--- config.mk ---
export PLATFORM = sky130hd
export DESIGN_NAME = pending_request_tag_table
export DESIGN_NICKNAME = d
export VERILOG_FILES = /design/src/rtl/ptt_pkg.sv /design/src/rtl/ptt_ram.sv /design/src/rtl/ptt_ctrl.sv /design/src/rtl/ptt_dpath.sv /design/src/rtl/pending_request_tag_table.sv
export SDC_FILE = /design/constraint.sdc
export NUM_CORES = 2
export LEC_CHECK = 0
export BUFFER_PORTS_ARGS = -buffer_cell sky130_fd_sc_hd__buf_2
export CORE_UTILIZATION = 50
export DETAILED_ROUTE_END_ITERATION = 10
export GPL_TIMING_DRIVEN = 0
export HOLD_SLACK_MARGIN = 0.1
export PLACE_DENSITY_LB_ADDON = 0.12
export REMOVE_ABC_BUFFERS = 1
export SETUP_SLACK_MARGIN = 0.2
export SLEW_MARGIN = 25
export SYNTH_ARGS = -nofsm -noshare
export SYNTH_HDL_FRONTEND = slang
export SYNTH_SLANG_ARGS = --single-unit
--- constraint.sdc ---
create_clock -name clk_i -period 13 [get_ports clk_i]
set_input_delay 0.65 -clock clk_i [delete_from_list [all_inputs] [get_ports clk_i]]
set_output_delay 0.65 -clock clk_i [all_outputs]
set_load 0.02 [all_outputs]
--- src/rtl/ptt_pkg.sv ---
// ----------------------------------------------------------------------------
// ptt_pkg
// Types, constants and helpers of the pending request tag table.
// ----------------------------------------------------------------------------
package ptt_pkg;

  localparam int unsigned SLOTS    = 63;
  localparam int unsigned HANDLE_W = 6;
  localparam int unsigned NPOS     = SLOTS + 1;
  localparam int unsigned GRP      = 8;
  localparam int unsigned NGRP     = NPOS / GRP;
  localparam int unsigned GRP_W    = $clog2(GRP);
  localparam int unsigned NGRP_W   = $clog2(NGRP);

  typedef logic [NPOS-1:0] pos_vec_t;

  typedef enum logic [2:0] {
    MODE_ALLOC    = 3'd0,
    MODE_SET_CHAN = 3'd1,
    MODE_VALIDATE = 3'd2,
    MODE_LOOKUP   = 3'd3,
    MODE_REMOVE   = 3'd4
  } ptt_mode_e;

  typedef struct packed {
    logic [2:0]          mode;
    logic [HANDLE_W-1:0] handle;
    logic [7:0]          req_type;
    logic [7:0]          resp_type;
    logic                has_app_context;
    logic [31:0]         app_context;
    logic [7:0]          channel;
  } ptt_in_t;

  typedef struct packed {
    logic [HANDLE_W-1:0] handle_out;
    logic                ok;
    logic [7:0]          out_req_type;
    logic [7:0]          out_resp_type;
    logic                out_has_app_context;
    logic [31:0]         out_app_context;
    logic [7:0]          out_channel;
  } ptt_out_t;

  // One stored entry, less its channel
  typedef struct packed {
    logic [7:0]  req_type;
    logic [7:0]  resp_type;
    logic        has_app_context;
    logic [31:0] app_context;
  } ptt_entry_t;

  // Controller to datapath commands
  typedef struct packed {
    logic take_item;
    logic scan;
    logic commit_alloc;
    logic write_chan;
    logic clear_entry;
    logic eval_lookup;
    logic eval_validate;
    logic load_out;
  } ptt_cmd_t;

  // Datapath to controller status
  typedef struct packed {
    logic out_free;
  } ptt_status_t;

  // Lowest set bit of a position vector: {hit, index}, two-level search
  function automatic logic [HANDLE_W:0] find_first(pos_vec_t v);
    logic [NGRP-1:0]  grp_any;
    logic [GRP_W-1:0] grp_idx [NGRP];
    logic [NGRP_W-1:0] sel;
    int g;
    int b;
    sel = '0;
    for (g = 0; g < NGRP; g++) begin
      grp_any[g] = |v[g*GRP +: GRP];
      grp_idx[g] = '0;
      for (b = GRP - 1; b >= 0; b--) begin
        if (v[g*GRP + b]) begin
          grp_idx[g] = GRP_W'(b);
        end
      end
    end
    for (g = NGRP - 1; g >= 0; g--) begin
      if (grp_any[g]) begin
        sel = NGRP_W'(g);
      end
    end
    return {|grp_any, sel, grp_idx[sel]};
  endfunction

endpackage

--- src/rtl/ptt_ram.sv ---
// ----------------------------------------------------------------------------
// ptt_ram
// Generic single-write, single-read RAM with registered read data.
// ----------------------------------------------------------------------------
module ptt_ram #(
  parameter int unsigned WIDTH = 8,
  parameter int unsigned DEPTH = 64
) (
  input  logic                     clk_i,
  input  logic                     we_i,
  input  logic [$clog2(DEPTH)-1:0] waddr_i,
  input  logic [WIDTH-1:0]         wdata_i,
  input  logic [$clog2(DEPTH)-1:0] raddr_i,
  output logic [WIDTH-1:0]         rdata_o
);

  logic [WIDTH-1:0] mem_q [DEPTH];

  always_ff @(posedge clk_i) begin
    if (we_i) begin
      mem_q[waddr_i] <= wdata_i;
    end
    rdata_o <= mem_q[raddr_i];
  end

endmodule

--- src/rtl/ptt_ctrl.sv ---
// ----------------------------------------------------------------------------
// ptt_ctrl
// Sequencer: steps one transaction through scan and commit, act, or read and evaluate, then output.
// ----------------------------------------------------------------------------
module ptt_ctrl
  import ptt_pkg::*;
(
  input  logic        clk_i,
  input  logic        rst_ni,
  input  logic        in_valid_i,
  input  logic [2:0]  in_mode_i,
  output logic        in_ready_o,
  input  ptt_status_t status_i,
  output ptt_cmd_t    cmd_o
);

  typedef enum logic [2:0] {
    S_IDLE,
    S_SCAN,
    S_PICK,
    S_ACT,
    S_READ,
    S_EVAL,
    S_DONE
  } state_e;

  state_e     state_q;
  logic [2:0] mode_q;
  logic       in_ready_q;

  always_ff @(posedge clk_i or negedge rst_ni) begin
    if (!rst_ni) begin
      state_q    <= S_IDLE;
      mode_q     <= '0;
      in_ready_q <= 1'b1;
    end else begin
      case (state_q)
        S_IDLE: begin
          if (in_valid_i) begin
            mode_q     <= in_mode_i;
            in_ready_q <= 1'b0;
            case (in_mode_i)
              MODE_ALLOC:    state_q <= S_SCAN;
              MODE_SET_CHAN: state_q <= S_ACT;
              MODE_REMOVE:   state_q <= S_ACT;
              MODE_VALIDATE: state_q <= S_READ;
              MODE_LOOKUP:   state_q <= S_READ;
              default:       state_q <= S_DONE;
            endcase
          end
        end
        S_SCAN:  state_q <= S_PICK;
        S_PICK:  state_q <= S_DONE;
        S_ACT:   state_q <= S_DONE;
        S_READ:  state_q <= S_EVAL;
        S_EVAL:  state_q <= S_DONE;
        S_DONE: begin
          if (status_i.out_free) begin
            state_q    <= S_IDLE;
            in_ready_q <= 1'b1;
          end
        end
        default: begin
          state_q    <= S_IDLE;
          in_ready_q <= 1'b1;
        end
      endcase
    end
  end

  assign in_ready_o = in_ready_q;

  always_comb begin
    cmd_o               = '0;
    cmd_o.take_item     = (state_q == S_IDLE) && in_valid_i;
    cmd_o.scan          = (state_q == S_SCAN);
    cmd_o.commit_alloc  = (state_q == S_PICK);
    cmd_o.write_chan    = (state_q == S_ACT) && (mode_q == MODE_SET_CHAN);
    cmd_o.clear_entry   = (state_q == S_ACT) && (mode_q == MODE_REMOVE);
    cmd_o.eval_lookup   = (state_q == S_EVAL) && (mode_q == MODE_LOOKUP);
    cmd_o.eval_validate = (state_q == S_EVAL) && (mode_q == MODE_VALIDATE);
    cmd_o.load_out      = (state_q == S_DONE) && status_i.out_free;
  end

endmodule

--- src/rtl/ptt_dpath.sv ---
// ----------------------------------------------------------------------------
// ptt_dpath
// Entry storage, free vector, next-fit search and output register.
// ----------------------------------------------------------------------------
module ptt_dpath
  import ptt_pkg::*;
(
  input  logic        clk_i,
  input  logic        rst_ni,
  input  ptt_in_t     in_data_i,
  input  ptt_cmd_t    cmd_i,
  output ptt_status_t status_o,
  output logic        out_valid_o,
  input  logic        out_ready_i,
  output ptt_out_t    out_data_o
);

  localparam int unsigned ENTRY_W = $bits(ptt_entry_t);

  ptt_in_t             item_q;
  logic [HANDLE_W-1:0] cursor_q;
  pos_vec_t            busy_q;
  pos_vec_t            main_vld_q;
  pos_vec_t            chan_vld_q;
  pos_vec_t            hi_q;
  pos_vec_t            lo_q;
  ptt_out_t            res_q;
  ptt_out_t            out_q;
  logic                out_valid_q;

  pos_vec_t            free_vec;
  pos_vec_t            above;
  pos_vec_t            below;
  logic [HANDLE_W:0]   hi_ff;
  logic [HANDLE_W:0]   lo_ff;
  logic                pick_hit;
  logic [HANDLE_W-1:0] pick_idx;
  logic                in_range;
  ptt_entry_t          wr_entry;
  ptt_entry_t          rd_entry_raw;
  ptt_entry_t          rd_entry;
  logic [7:0]          rd_chan_raw;
  logic [7:0]          rd_chan;

  // Free slots: response type zero; position zero is never given out
  always_comb begin
    free_vec    = ~busy_q;
    free_vec[0] = 1'b0;
    for (int j = 0; j < NPOS; j++) begin
      above[j] = HANDLE_W'(j) > cursor_q;
      below[j] = HANDLE_W'(j) < cursor_q;
    end
  end

  assign hi_ff    = find_first(hi_q);
  assign lo_ff    = find_first(lo_q);
  assign pick_hit = hi_ff[HANDLE_W] | lo_ff[HANDLE_W];
  assign pick_idx = hi_ff[HANDLE_W] ? hi_ff[HANDLE_W-1:0] : lo_ff[HANDLE_W-1:0];

  assign in_range = (item_q.handle != '0) && (item_q.handle <= HANDLE_W'(SLOTS));

  assign wr_entry = '{req_type:        item_q.req_type,
                      resp_type:       item_q.resp_type,
                      has_app_context: item_q.has_app_context,
                      app_context:     item_q.app_context};

  ptt_ram #(
    .WIDTH(ENTRY_W),
    .DEPTH(NPOS)
  ) u_entry_ram (
    .clk_i  (clk_i),
    .we_i   (cmd_i.commit_alloc && pick_hit),
    .waddr_i(pick_idx),
    .wdata_i(wr_entry),
    .raddr_i(item_q.handle),
    .rdata_o(rd_entry_raw)
  );

  ptt_ram #(
    .WIDTH(8),
    .DEPTH(NPOS)
  ) u_chan_ram (
    .clk_i  (clk_i),
    .we_i   (cmd_i.write_chan && in_range),
    .waddr_i(item_q.handle),
    .wdata_i(item_q.channel),
    .raddr_i(item_q.handle),
    .rdata_o(rd_chan_raw)
  );

  // Entries never written since reset or removal read as zero
  assign rd_entry = main_vld_q[item_q.handle] ? rd_entry_raw : '0;
  assign rd_chan  = chan_vld_q[item_q.handle] ? rd_chan_raw : '0;

  always_ff @(posedge clk_i or negedge rst_ni) begin
    if (!rst_ni) begin
      cursor_q   <= '0;
      busy_q     <= '0;
      main_vld_q <= '0;
      chan_vld_q <= '0;
    end else begin
      if (cmd_i.commit_alloc && pick_hit) begin
        cursor_q             <= pick_idx;
        main_vld_q[pick_idx] <= 1'b1;
        busy_q[pick_idx]     <= item_q.resp_type != '0;
      end
      if (cmd_i.write_chan && in_range) begin
        chan_vld_q[item_q.handle] <= 1'b1;
      end
      if (cmd_i.clear_entry && in_range) begin
        main_vld_q[item_q.handle] <= 1'b0;
        chan_vld_q[item_q.handle] <= 1'b0;
        busy_q[item_q.handle]     <= 1'b0;
      end
    end
  end

  always_ff @(posedge clk_i) begin
    if (cmd_i.take_item) begin
      item_q <= in_data_i;
      res_q  <= '0;
    end
    if (cmd_i.scan) begin
      hi_q <= free_vec & above;
      lo_q <= free_vec & below;
    end
    if (cmd_i.commit_alloc) begin
      res_q.handle_out <= pick_hit ? pick_idx : '0;
    end
    if (cmd_i.eval_lookup && in_range) begin
      res_q.ok                  <= 1'b1;
      res_q.out_req_type        <= rd_entry.req_type;
      res_q.out_resp_type       <= rd_entry.resp_type;
      res_q.out_has_app_context <= rd_entry.has_app_context;
      res_q.out_app_context     <= rd_entry.app_context;
      res_q.out_channel         <= rd_chan;
    end
    if (cmd_i.eval_validate) begin
      res_q.ok <= in_range && (rd_entry.resp_type == item_q.resp_type)
                  && (rd_chan == item_q.channel);
    end
    if (cmd_i.load_out) begin
      out_q <= res_q;
    end
  end

  always_ff @(posedge clk_i or negedge rst_ni) begin
    if (!rst_ni) begin
      out_valid_q <= 1'b0;
    end else if (cmd_i.load_out) begin
      out_valid_q <= 1'b1;
    end else if (out_ready_i) begin
      out_valid_q <= 1'b0;
    end
  end

  assign status_o.out_free = !out_valid_q || out_ready_i;
  assign out_valid_o       = out_valid_q;
  assign out_data_o        = out_q;

endmodule

--- src/rtl/pending_request_tag_table.sv ---
// ----------------------------------------------------------------------------
// pending_request_tag_table
// Table of outstanding requests with next-fit handle allocation.
// ----------------------------------------------------------------------------
// Usage:
//   Input channel in_valid_i / in_ready_o carries one command transaction
//   (allocate, set channel, validate, lookup, remove); output channel
//   out_valid_o / out_ready_i returns exactly one result transaction each.
//   The table works on one transaction at a time: in_ready_o drops after an
//   accept and rises again once the result has entered the output register.
//   Allocate steps through scan, pick and done; validate and lookup
//   through read, eval and done; set channel and remove through act and
//   done; unused modes straight to done. The result is visible on
//   out_valid_o at the cycle the block is ready again. Allocation cost is
//   set by the search: free vector masked around the cursor, then a
//   two-level priority encode; reads by the registered entry RAM port.
//   Reset: cursor at zero, every slot free, no channel bound, output empty.
//   No clearing pass is needed; per-slot valid bits mask stale RAM data.
//   Receiver stall: the output register holds its transaction, the next
//   command is still accepted and worked, and its result waits until the
//   output register frees.
// ----------------------------------------------------------------------------
module pending_request_tag_table
  import ptt_pkg::*;
(
  input  logic     clk_i,
  input  logic     rst_ni,
  input  logic     in_valid_i,
  output logic     in_ready_o,
  input  ptt_in_t  in_data_i,
  output logic     out_valid_o,
  input  logic     out_ready_i,
  output ptt_out_t out_data_o
);

  ptt_cmd_t    cmd;
  ptt_status_t status;

  // Sequencer: advance one transaction through its steps
  ptt_ctrl u_ctrl (
    .clk_i     (clk_i),
    .rst_ni    (rst_ni),
    .in_valid_i(in_valid_i),
    .in_mode_i (in_data_i.mode),
    .in_ready_o(in_ready_o),
    .status_i  (status),
    .cmd_o     (cmd)
  );

  // Datapath: hold entries, search free slots, hold the result
  ptt_dpath u_dpath (
    .clk_i      (clk_i),
    .rst_ni     (rst_ni),
    .in_data_i  (in_data_i),
    .cmd_i      (cmd),
    .status_o   (status),
    .out_valid_o(out_valid_o),
    .out_ready_i(out_ready_i),
    .out_data_o (out_data_o)
  );

endmodule

# After elaboration in Yosys (flattened, before gate mapping)
# Memory sizes are Yosys's and may differ from the RTL's. A register that Yosys moved wholly into a read port is not among the register bits.
# Index checks and enable logic that the tools add are counted.
# totals
register_bits	525
ramBits	3648
inputBits	70
out_inout_bits	66
wordCells	434
n_memories	2
# mem_list
name	words	width	rd	rd_clocked_by_memory_dff	write_ports	line	source
u_dpath.u_entry_ram.mem_q	64	49	1	1	1	ptt_ram.sv:17	logic [WIDTH-1:0] mem_q [DEPTH];
u_dpath.u_chan_ram.mem_q	64	8	1	1	1	ptt_ram.sv:17	
# op_classes
magnitude_cmp	135
n_eq_ne	18
mux	186
bitwise	13
n_reduce_logical	50
# op_table
operator	count
3-bit 2-to-1 mux	150
64-bit 2-to-1 mux	7
64-bit bitwise AND	5
6-bit greater-than comparator, first input constant	32
6-bit < comparator, first input constant	32
64-bit NOT	2
64-bit bitwise OR	2
64-bit OR reduction	2
8-bit OR reduction	16
5-bit by 6-bit greater-than comparator with 1-bit output, first input constant	16
5-bit by 6-bit < comparator with 1-bit output, first input constant	16
64-bit bitwise mux	1
58-bit 2-to-1 mux	1
49-bit 2-to-1 mux	1
4-bit by 6-bit greater-than comparator with 1-bit output, first input constant	8
4-bit by 6-bit < comparator with 1-bit output, first input constant	8
3-bit by 6-bit greater-than comparator with 1-bit output, first input constant	4
3-bit by 6-bit < comparator with 1-bit output, first input constant	4
3-bit binary-select mux with 3-bit select	2
3-bit by 2-bit equality test with 1-bit output, second input constant	6
6-bit 2-to-1 mux	3
8-bit equality test	2
3-bit equality test, second input constant	5
1-bit logical AND	15
other kinds (33)	62

# Logic depth before layout (Yosys ltp)
# depth
depth_word	22
ltp_mapped	13
mapped_depth_nobuf	9

# Modules after synthesis
# Synthesis repeated with hierarchy kept, for this count alone.
# hier_totals
hier_cells	8202
area_unflattened_um2	163135.2
# by_module_without_submodules
mod	n_inst	cells_each	area_per_inst_um2	seq_area_each_um2
ptt_ram at u_dpath.u_entry_ram	1	5283	119992.6	95151.3
ptt_dpath	1	1940	22547.9	14443.9
ptt_ram at u_dpath.u_chan_ram	1	940	20166.8	15534.9
ptt_ctrl	1	39	427.9	176.4

# Worst setup path before layout
# OpenSTA, ideal clock, no wires.
# synth_timing
kind	register -> register
startpoint	reg u_dpath.lo_q[25]
endpoint	reg u_dpath.busy_q[62]
setup_ns	0.080
arrival_ns	7.035
t_required_ns	12.920
slack_ns	5.885
stages_incl_launch_ff	11
path_buffers	1
period_less_slack_ns	7.115
cell_sequence	edfxtp_1 > or4_1 > or4b_1 > o211ai_2 > a21oi_2 > a2111oi_2 > a311oi_1 > o311a_1 > buf_2 > nor3_1 > o221a_2
# synth_between
elab_chain_len	18
elab_cells_between_ends	24
classes_between	2 x order compare; 15 x mux; 3 x bitwise; 4 x reduce/logical
# synth_lines
item	line	source
from (decl)	ptt_dpath.sv:26	pos_vec_t lo_q;
from (signal assigned)	ptt_dpath.sv:125	lo_q <= free_vec & below;
8-bit OR reduction	ptt_pkg.sv:79	grp_any[g] = |v[g*GRP +: GRP];
3-bit 2-to-1 mux (4 in series)	ptt_pkg.sv:88	if (grp_any[g]) begin
3-bit NOT with 4-bit output (not written as such)	ptt_pkg.sv:92	return {|grp_any, sel, grp_idx[sel]};
3-bit binary-select mux with 3-bit select	ptt_pkg.sv:92	
3-bit 2-to-1 mux (not written as such) (2 in series)	ptt_pkg.sv:92	
6-bit 2-to-1 mux	ptt_dpath.sv:58	assign pick_idx = hi_ff[HANDLE_W] ? hi_ff[HANDLE_W-1:0] : lo_ff[HANDLE_W-1:0];
6-bit by 7-bit < comparator with 1-bit output (not written as such) or 6-bit by 1-bit greater-or-equal comparator with 1-bit output (tied branches)	ptt_dpath.sv:105	busy_q[pick_idx] <= item_q.resp_type != '0;
1-bit logical AND (not written as such)	ptt_dpath.sv:105	
1-bit 2-to-1 mux (not written as such)	ptt_dpath.sv:105	
1-bit demux with 6-bit select	n/a	
64-bit bitwise mux	ptt_dpath.sv:105	
64-bit 2-to-1 mux *	ptt_dpath.sv:102	if (cmd_i.commit_alloc && pick_hit) begin
64-bit bitwise AND (no line)	n/a	
64-bit 2-to-1 mux *	ptt_dpath.sv:110	if (cmd_i.clear_entry && in_range) begin
to (signal assigned)	ptt_dpath.sv:98	busy_q <= '0;
to (signal, indexed assignment)	ptt_dpath.sv:105	
to (signal, indexed assignment)	ptt_dpath.sv:113	busy_q[item_q.handle] <= 1'b0;
to (decl)	ptt_dpath.sv:22	pos_vec_t busy_q;
# Every way passes the cells marked *; elsewhere a longest branch is shown, timed or not. The select of a mux whose other input is x is not followed.
# A chain may end at the register's enable or synchronous reset.

# Worst setup path after layout
# layout_timing
startpoint	reg u_dpath.hi_q[32]
endpoint	mem u_dpath.u_entry_ram.mem_q[9][31] in the netlist's numbering, enable pin
# layout_between
elab_chain_len	11
elab_cells_between_ends	17
classes_between	12 x mux; 2 x bitwise; 3 x reduce/logical
# layout_lines
item	line	source
from (decl)	ptt_dpath.sv:25	pos_vec_t hi_q;
from (signal assigned)	ptt_dpath.sv:124	hi_q <= free_vec & above;
8-bit OR reduction	ptt_pkg.sv:79	
3-bit 2-to-1 mux (5 in series)	ptt_pkg.sv:88	
3-bit NOT with 4-bit output (not written as such)	ptt_pkg.sv:92	
3-bit binary-select mux with 3-bit select	ptt_pkg.sv:92	
3-bit 2-to-1 mux (not written as such) (2 in series)	ptt_pkg.sv:92	
6-bit 2-to-1 mux	ptt_dpath.sv:58	
to (decl)	ptt_ram.sv:17	
# Several ways; a longest one is shown, not always the timed one. The select of a mux whose other input is x is not followed.

==> out/summary.txt <==
status: finished, final reports clean
post-synthesis compound-gate area fraction: 13.09%
Seq cells post-synth: 4226
switching portion of total power: 24.74%
number of global-route vias before repair: 90884
area of the mapped netlist: 0.1546 mm2
CP max FO: 14
Power Internal: 0.02366 W
CTS tree: built
mux share of post-synthesis cell area: 0.7438%
Post-synth ARST share: 4.851%
Synth Instances: 8719
drt total wl: 514300 um
Synth cell types: 90
worst-skew pair later-pin latency: 0.99 ns
Total GRT Usage: 32.60%
CP Launch Point: u_dpath.hi_q[32]
worst vdd ir: 0.0001413 V
CTS Buffer Depth: 4
Peak Freq: 141.8 MHz
clock network power share: 38.1%
CP Capture Type: register
CP required: 13.67 ns
RSZ-0062 raised after global routing: no
DP Area: 0.1723 mm2
Critical Path Sink: u_dpath.u_entry_ram.mem_q[9][31]
P&R area growth vs syn: 20.75%
Boundary Pins: 136
CP max-delay cell: nor2_4
reg2reg setup slack: 5.95 ns
final period utilization: 54.26%
DP HPWL: 353600 um
DR pass1 iterations: 6
CP max stage delay: 0.80 ns
Post-Synth Adder-Cell Area: 0%
Worst R2R Start: u_dpath.hi_q[32]
Comb pwr share: 11.0%
post-route antenna net violation count: 0
endpoints failing setup: 0
Psw: 0.007777 W
total CTS buffers: 427
clk slew on worst S/H paths: 0.06 ns
floorplan die height: 558.1 um
Post-Syn Area per Cell: 17.73 um2
WL per Instance: 35.73 um
DIE WIDTH: 558.1 um
Final Wtd Congestion: 0.8900
post-route cell area: 0.1867 mm2
drt first-iter violations: 14573
# resized after CTS: 0
FF-to-FF End: u_dpath.u_entry_ram.mem_q[9][31]
cell count after placement: 13526
Clock Skew: 0.08101 ns
Startpoint Class: register
# nets final: 9994
Max Cap Violations: 0
minimum clock period: 7.054 ns
most frequent CP cell: buf_6
Non-Filler Instances: 14396
dpl ws: 6.073 ns
register area share after synthesis: 81.05%
total power: 0.03144 W
Power Density: 168.4 mW/mm2
global-route wire length before repair: 709000 um
Rel. slew slack: 21.93%
Rows: 203
EDFF count, synth: 3964
Yosys warnings: 0
count of pins over their slew limit: 0
setup ws final: 5.946 ns
H-tree depth: 5
number of buffers added on ports: 135
CP Cell Sequence: or4_4, nor4_4, a21oi_1, o41ai_1, o211ai_1, nand4_1, buf_6, buf_6, buf_6, buf_6, buf_6, nand2_1, nor2_4, buf_16, buf_12, buf_16, buf_16
Critical Path AT: 7.72 ns
clock sink total: 4226
Hold WC Path Type: in2async
largest family of logic cells by synthesized area: compound AO/OA/AOI/OAI gates
Starting Density: 50.39%
Flop pwr share: 50.8%
Final Util: 60.84%
DRC: 0
Vias/cell: 6.667
FF-to-FF path depth: 17
Tightest Pin Transition: 1.160 ns
core area: 0.3068 mm2
Root Buffer: clkbuf_16
Crit Path Class: reg2reg
Overflow after GRT: 0
routed vias: 95975
Simple-Gate Fraction of Synth Area: 3.515%
largest net degree at the start of global routing: 95
predominant post-synthesis flop cell: edfxtp_1
XOR/XNOR Fraction of Synth Area: 0.05099%
layout cells sized above 1: 19.95%
initial antenna violation count: 12
Fin. Hold Viols: 0
Die Area: 0.3114 mm2
Leak: 61.12 nW
[Yosys cell counts (all sizes together) (51+ instances only)]
library cell  count  share of area [%]
a31oi           410                1.7
buf              79               0.21
and2             77               0.31
a21oi           210               0.68
a222oi           51               0.33
mux2i            62               0.40
nand2           198               0.48
nor3             99               0.33
nand4            69               0.28
edfxtp         3964                 77
inv              76               0.18
o21ai            75               0.24
nor2            311               0.76
a22o            351                2.0
nor4            123               0.52
a22oi           961                4.7
dfrtp           204                3.3
o21a             72               0.35
dfxtp            57               0.74
clkbuf          476                1.2
a221oi          405                2.3
[metal layers]
layer,part of all wire (%),track usage [%]
met4,4.4,12.66
met3,10,5.642
met1,39,46.41
met2,46,50.39
met5,0.0035,0
[cell type report]
class	count	area, um2
Tap cell	4100	5130
Sequential cell	4226	125300
Multi-Input combinational cell	3918	27730
Antenna cell	8	20.02
Clock inverter	238	2158
Fill cell	22352	120200
Clock buffer	555	11480
Inverter	76	370.4
Timing Repair Buffer	1275	14480
[stage by stage]
stage | hold slack (ns) | setup TNS (ns)
after global routing | 0.2412 | 0
after global placement | 0.3610 | -
after floorplan | 0.3494 | -8024.72
after detailed placement | 0.3678 | 0
after CTS | 0.1802 | 0
final | 0.1974 | 0
[worst max-delay path, delay by kind of cell (launching register included)]
kind	cells	cell delay (ns)
buffers and inverters	9	1.80
AO/OA/AOI/OAI	3	1.31
AND/OR/NAND/NOR	5	3.10
flip-flops	1	0.43
[power groups by stage]
stage | registers [W] | logic, W | clock network, W
after CTS | 0.0160 | 0.00343 | 0.0121
after global routing | 0.0160 | 0.00363 | 0.0126
after detailed placement | 0.0163 | 0.00340 | 0
after floorplan | 0.0164 | 0.00171 | 0
after global placement | 0.0167 | 0.00385 | 0
final | 0.0160 | 0.00346 | 0.0120
[logic make-up (layout without fill, tap and decap cells)]
logic type | after synthesis | count (layout)
multiplexers | 98 | 98
other | 1 | 65
flip-flops | 4226 | 4226
AO/OA/AOI/OAI | 2682 | 2682
AND/OR/NAND/NOR | 1072 | 1072
XOR/XNOR | 9 | 9
buffers and inverters | 631 | 2144
[layout by cell type, fill, tap and decap left out, types with 25 or more instances in the layout]
| cell type | instances |
|---|---|
| a22oi_1 | 961 |
| clkbuf_1 | 102 |
| buf_6 | 140 |
| nor2_1 | 244 |
| buf_16 | 105 |
| buf_8 | 149 |
| o21ai_0 | 73 |
| dlygate4sd3_1 | 69 |
| a22o_1 | 351 |
| dfrtp_1 | 203 |
| a31oi_1 | 410 |
| inv_1 | 62 |
| clkbuf_16 | 432 |
| nand3_1 | 38 |
| a222oi_1 | 51 |
| buf_4 | 570 |
| conb_1 | 57 |
| nand2_1 | 195 |
| nor2b_1 | 29 |
| nor2_2 | 45 |
| mux2_2 | 25 |
| bufinv_16 | 29 |
| and2_1 | 74 |
| mux2i_1 | 62 |
| clkinv_2 | 101 |
| a221oi_1 | 403 |
| nor3_1 | 62 |
| dfxtp_1 | 57 |
| nor4_1 | 118 |
| or3_1 | 25 |
| clkinv_1 | 74 |
| o21a_1 | 72 |
| nor3_2 | 34 |
| edfxtp_1 | 3964 |
| buf_12 | 106 |
| nand4_1 | 69 |
| a21oi_1 | 208 |
| buf_2 | 136 |
[flip-flops by register name, indices dropped and copies added (netlist names)]
| register | count |
|---|---|
| u_ctrl.in_ready_o | 1 |
| u_ctrl.mode_q | 3 |
| u_ctrl.state_q | 3 |
| u_dpath.busy_q | 63 |
| u_dpath.chan_vld_q | 64 |
| u_dpath.cursor_q | 6 |
| u_dpath.hi_q | 63 |
| u_dpath.item_q | 63 |
| u_dpath.lo_q | 62 |
| u_dpath.main_vld_q | 64 |
| u_dpath.out_data_o | 64 |
| u_dpath.out_valid_o | 1 |
| u_dpath.res_q | 64 |
| u_dpath.u_chan_ram.mem_q | 512 |
| u_dpath.u_chan_ram.rdata_o | 8 |
| u_dpath.u_entry_ram.mem_q | 3136 |
| u_dpath.u_entry_ram.rdata_o | 49 |
[worst min-delay path by stage]
stage	startpoint	end	slack, ns	cells after the start
floorplan	rst_ni	u_ctrl.mode_q[0]	0.35	0
global placement	u_dpath.chan_vld_q[0]	u_dpath.chan_vld_q[0]	0.36	0
detailed placement	u_dpath.main_vld_q[0]	u_dpath.main_vld_q[0]	0.37	0
CTS	rst_ni	u_dpath.busy_q[12]	0.18	2
global route	rst_ni	u_dpath.busy_q[12]	0.24	2
finish	rst_ni	u_dpath.cursor_q[0]	0.20	2
[timing repair]
item                      CTS  global route
hold endpoints to repair  180             0
setup buffers               0             0
hold buffers               69             0
(Power assumes the default switching activity.)
